--- src/sv/pvp_pkg.sv ---
// Package for the perspective vertex projection unit.
// Widths, reset values, register indexes and shared pipeline types.
// No dependencies.
package pvp_pkg;

  localparam int DataWidth = 32;
  localparam int FracBitsDefault = 16;
  localparam int NumRegs = 7;
  localparam int CfgIdxWidth = 3;

  // Divide quotient magnitude bits; enough to detect overflow of the 32 bit range.
  localparam int QuotWidth = 33;

  // Register indexes.
  localparam logic [CfgIdxWidth-1:0] RegXScale = 3'd0;
  localparam logic [CfgIdxWidth-1:0] RegYScale = 3'd1;
  localparam logic [CfgIdxWidth-1:0] RegDepthScale = 3'd2;
  localparam logic [CfgIdxWidth-1:0] RegDepthOffset = 3'd3;
  localparam logic [CfgIdxWidth-1:0] RegCameraX = 3'd4;
  localparam logic [CfgIdxWidth-1:0] RegCameraY = 3'd5;
  localparam logic [CfgIdxWidth-1:0] RegCameraZ = 3'd6;

  localparam logic signed [DataWidth-1:0] XScaleReset = 32'sd65536;
  localparam logic signed [DataWidth-1:0] YScaleReset = 32'sd65536;
  localparam logic signed [DataWidth-1:0] DepthScaleReset = -32'sd65536;

  localparam logic signed [DataWidth-1:0] S32Max = 32'sh7fffffff;
  localparam logic signed [DataWidth-1:0] S32Min = 32'sh80000000;

  // State carried down the divider chain for one lane.
  typedef struct packed {
    logic                      neg;  // quotient sign
    logic                      ovf;  // quotient too wide for the chain, saturate
    logic [QuotWidth-1:0]      quot; // quotient bits developed so far
    logic [DataWidth+47:0]     rem;  // partial remainder / shifted numerator
  } pvp_lane_t;

  // Per-vertex control that travels alongside the lanes.
  typedef struct packed {
    logic                      valid;
    logic                      w_zero;
    logic                      sat;
    logic [DataWidth:0]        w_mag;  // |w|, 33 bits
  } pvp_ctrl_t;

  function automatic logic signed [DataWidth-1:0] clamp64(
      input logic signed [65:0] v, output logic sat);
    begin
      sat = 1'b0;
      if (v > 66'sh07fffffff) begin
        sat = 1'b1;
        clamp64 = S32Max;
      end else if (v < -66'sh080000000) begin
        sat = 1'b1;
        clamp64 = S32Min;
      end else begin
        clamp64 = v[DataWidth-1:0];
      end
    end
  endfunction

endpackage

--- src/sv/pvp_div_cell.sv ---
// One cell of the restoring divider chain: BITS quotient bits for three lanes.
// Uses pvp_pkg. Instantiated in a row by the top level.
module pvp_div_cell
  import pvp_pkg::*;
#(
  parameter int BITS = 4
) (
  input  logic          clk,
  input  logic          rst,
  input  logic          en,
  input  pvp_ctrl_t     ctrl_in,
  input  pvp_lane_t     lane_in [3],
  input  logic [DataWidth-1:0] pass_in [3],
  output pvp_ctrl_t     ctrl_out,
  output pvp_lane_t     lane_out [3],
  output logic [DataWidth-1:0] pass_out [3]
);

  localparam int RemW = DataWidth + 48;

  pvp_lane_t lane_next [3];

  always_comb begin
    logic [RemW-1:0] r;
    logic [QuotWidth-1:0] q;
    logic [RemW-1:0] d;
    for (int l = 0; l < 3; l++) begin
      r = lane_in[l].rem;
      q = lane_in[l].quot;
      for (int b = 0; b < BITS; b++) begin
        // remainder holds the high part aligned so the divisor compares at the top
        d = {ctrl_in.w_mag, {(RemW-DataWidth-1){1'b0}}};
        r = {r[RemW-2:0], 1'b0};
        q = {q[QuotWidth-2:0], 1'b0};
        if (r[RemW-1 -: DataWidth+2] >= {1'b0, d[RemW-1 -: DataWidth+1]}) begin
          r[RemW-1 -: DataWidth+2] = r[RemW-1 -: DataWidth+2] -
                                     {1'b0, d[RemW-1 -: DataWidth+1]};
          q[0] = 1'b1;
        end
      end
      lane_next[l].neg  = lane_in[l].neg;
      lane_next[l].ovf  = lane_in[l].ovf;
      lane_next[l].quot = q;
      lane_next[l].rem  = r;
    end
  end

  always_ff @(posedge clk) begin
    if (rst) begin
      ctrl_out.valid <= 1'b0;
    end else if (en) begin
      ctrl_out.valid <= ctrl_in.valid;
    end
  end

  always_ff @(posedge clk) begin
    if (en) begin
      ctrl_out.w_zero <= ctrl_in.w_zero;
      ctrl_out.sat    <= ctrl_in.sat;
      ctrl_out.w_mag  <= ctrl_in.w_mag;
      for (int l = 0; l < 3; l++) begin
        lane_out[l] <= lane_next[l];
        pass_out[l] <= pass_in[l];
      end
    end
  end

endmodule

--- config.mk ---
export PLATFORM = sky130hd
export DESIGN_NAME = pvp_div_cell
export DESIGN_NICKNAME = d
export VERILOG_FILES = /design/src/sv/pvp_pkg.sv /design/src/sv/pvp_div_cell.sv
export SDC_FILE = /design/constraint.sdc
export NUM_CORES = 2
export LEC_CHECK = 0
export BUFFER_PORTS_ARGS = -buffer_cell sky130_fd_sc_hd__buf_4
export CORE_AREA = 2 2 369 371
export DETAILED_ROUTE_END_ITERATION = 6
export DIE_AREA = 0 0 371 373
export MAX_ROUTING_LAYER = met4
export SLEW_MARGIN = 20
export SYNTH_ARGS = -nofsm -noshare
export SYNTH_HDL_FRONTEND = slang
export SYNTH_SLANG_ARGS = --single-unit
--- constraint.sdc ---
create_clock -name clk -period 39.4 [get_ports clk]
set_input_delay 5.91 -clock clk [delete_from_list [all_inputs] [get_ports clk]]
set_output_delay 5.91 -clock clk [all_outputs]
set_load 0.005 [all_outputs]
==> reports/results.txt <==
post-route ant nets = 0
period utilization = 0.530
RSZ-0062 raised after global routing = no
slew margin rel. = 0.288
Yosys warnings = 0
CP Capture Type = register
top cells by area, synth = edfxtp_1 35%, ha_1 13%, xnor2_1 4.9%
IO buf count = 929
Final Wtd Congestion = 1.07
DPL Wire Length = 163000 um
Initial Util = 0.293
Core Rows = 135
wire per inst = 29.1 um
I/O pin cnt = 957
Reg clk slew, reported paths = 60 ps
die width = 371 um
# nets final = 5871
PwrDens = 95.0 mW/mm^2
most frequent CP cell = buf_4
Max FO, Critical Path = 40
max_cap viols = 0
postcts setup bufs = 0
Routed WL = 199000 um
CTS resizes = 0
cells after synthesis = 4039
post-synth cell types = 91
Worst Setup Path Type = in2reg
clk_skew = 0 ps
combinational power share = 0.722
Die H = 373 um
Total GRT Usage = 0.282
synthesis-to-finish area growth = 28.1%
Most used DFF post-synth = edfxtp_1
final number of setup-violating endpoints = 0
share of layout cells above drive strength 1 = 0.263
Total Power = 4800 uW
Worst Path Required = 39790 ps
status = completed
actual slew at the worst max-slew pin = 1070 ps
P_sw = 2180 uW
Iter 0 DRT Violations = 3414
HP Class = reg2reg
CP Launch Type = primary input
number of remaining DRC errors = 0
Synth top area share = 0.353
FF-to-FF setup slack = 38800 ps
max incr delay on CP = 570 ps
top-count cell post-synth = edfxtp_1
fin util = 0.375
vias in the first global route = 34600
Worst-Skew Late Latency = 670 ps
Synth top cells by count = 464 x edfxtp_1, 396 x ha_1, 370 x a21oi_1
initial antenna violation count = 44
CTS tree = yes
min Tclk post-route = 20890 ps
Die ar. = 0.138 sq mm
Worst path slowest cell = a2111oi_1
CTS Buf Count = 58
Fmax achieved = 0.0479 GHz
flops & latches, synth = 465
max-slew violation count = 0
Lkg Pwr = 0.0216 uW
Post-synth EDFFs = 464
CTS root buffer = clkbuf_16
area leader, netlist = edfxtp_1
vias per cell = 5.44
Fin. Hold Viols = 0
sw frac = 0.455
CTS Buffer Depth = 3
H-tree depth = 2
post-synthesis sequential area ratio = 0.354
cts-stage hold buffer count = 0
Async SR Flop Fraction = 0
largest net degree at the start of global routing = 171
Max VDD drop = 0.0643 mV
total gr overflow = 0
clk sinks = 465
first-pass GRT wire length = 267000 um
internal power = 2620 uW
Flop pwr share = 0.167
Core ar. = 0.135 sq mm
DRT Pass-1 Iters = 5
Data arrival, critical path = 21280 ps
Avg Cell Area, Syn = 9.76 sq um
total number of vias = 37300
clock share of power = 0.111
setup TNS = 0 ps
Mapped Area = 0.0394 sq mm
## metrics by stage
step	worst slack, ps	instance area, sq um	hold WS [ps]	instances
2_1_floorplan	22000	39500	485	4050
3_5_place_dp	18180	48600	486	6704
6_report	18510	50500	502	6844
4_1_cts	18870	50400	502	6810
5_1_grt	17660	50500	579	6835
3_3_place_gp	18160	48600	483	6704
## routing by layer
metal  share of wire  up-vias  GRT usage
li1                -    17300          -
met1            0.41    18000      0.341
met2            0.45     1629      0.441
met3           0.089      323     0.0729
met4           0.053        0      0.127
met5               0        -          -
## logic make-up (layout without fill, tap and decap cells)
kind of cell / count (synthesis) / count (layout) / synth area share
AND/OR/NAND/NOR: 1011 / 1011 / 0.124
flip-flops: 465 / 465 / 0.354
AO/OA/AOI/OAI: 1275 / 1275 / 0.211
adder cells (fa/ha/maj): 408 / 408 / 0.132
XOR/XNOR: 318 / 318 / 0.0706
buffers and inverters: 296 / 1275 / 0.0317
other: 1 / 46 / 0.0000951
multiplexers: 265 / 265 / 0.0769
## placed cells by master, fill, tap and decap left out, types with 58 or more instances in the layout
cell	count
edfxtp_1	464
xor2_1	98
a21oi_1	369
nand2_1	264
o21ai_0	249
nor2_1	274
nand3_1	83
a21o_1	155
o21a_1	60
xnor2_1	220
nor3_1	86
clkbuf_16	58
ha_1	396
inv_1	182
mux2_2	167
buf_4	981
## state kept, by name, indices dropped and copies added (netlist names)
name,cells
ctrl_out,36
pass_out,96
lane_out,333
## power by group through the flow
stage | clock [uW] | sequential (uW) | combinational, uW
3_5_place_dp | 0 | 812 | 3400
5_1_grt | 563 | 810 | 3750
6_report | 530 | 802 | 3460
3_3_place_gp | 0 | 812 | 3380
2_1_floorplan | 0 | 803 | 2470
4_1_cts | 549 | 805 | 3430
## area by class of cell
| class | count | area (sq um) |
|---|---|---|
| diodes | 34 | 85.1 |
| clock buffers | 68 | 1500 |
| clock inverters | 38 | 347 |
| fillers | 13400 | 84100 |
| inverters | 185 | 694 |
| multi-input cells | 3289 | 24300 |
| flip-flops and latches | 465 | 14000 |
| well taps | 1781 | 2230 |
| repair buffers | 984 | 7410 |
## critical path, delay by kind of cell
family | cells | cell delay [ps]
multiplexers | 1 | 410
AO/OA/AOI/OAI | 27 | 7950
adder cells (fa/ha/maj) | 4 | 1520
AND/OR/NAND/NOR | 9 | 1670
buffers and inverters | 12 | 3630
## path summary, 6_finish.rpt
kind / end / depth (start not counted) / from
max reg2reg: ctrl_out[35] / 2 / ctrl_out[35]
max: lane_out[56] / 53 / ctrl_in[1]
min reg2reg: ctrl_out[35] / 2 / ctrl_out[35]
min: ctrl_out[35] / 2 / ctrl_out[35]
Note: power is estimated with default switching activity, not from simulation.
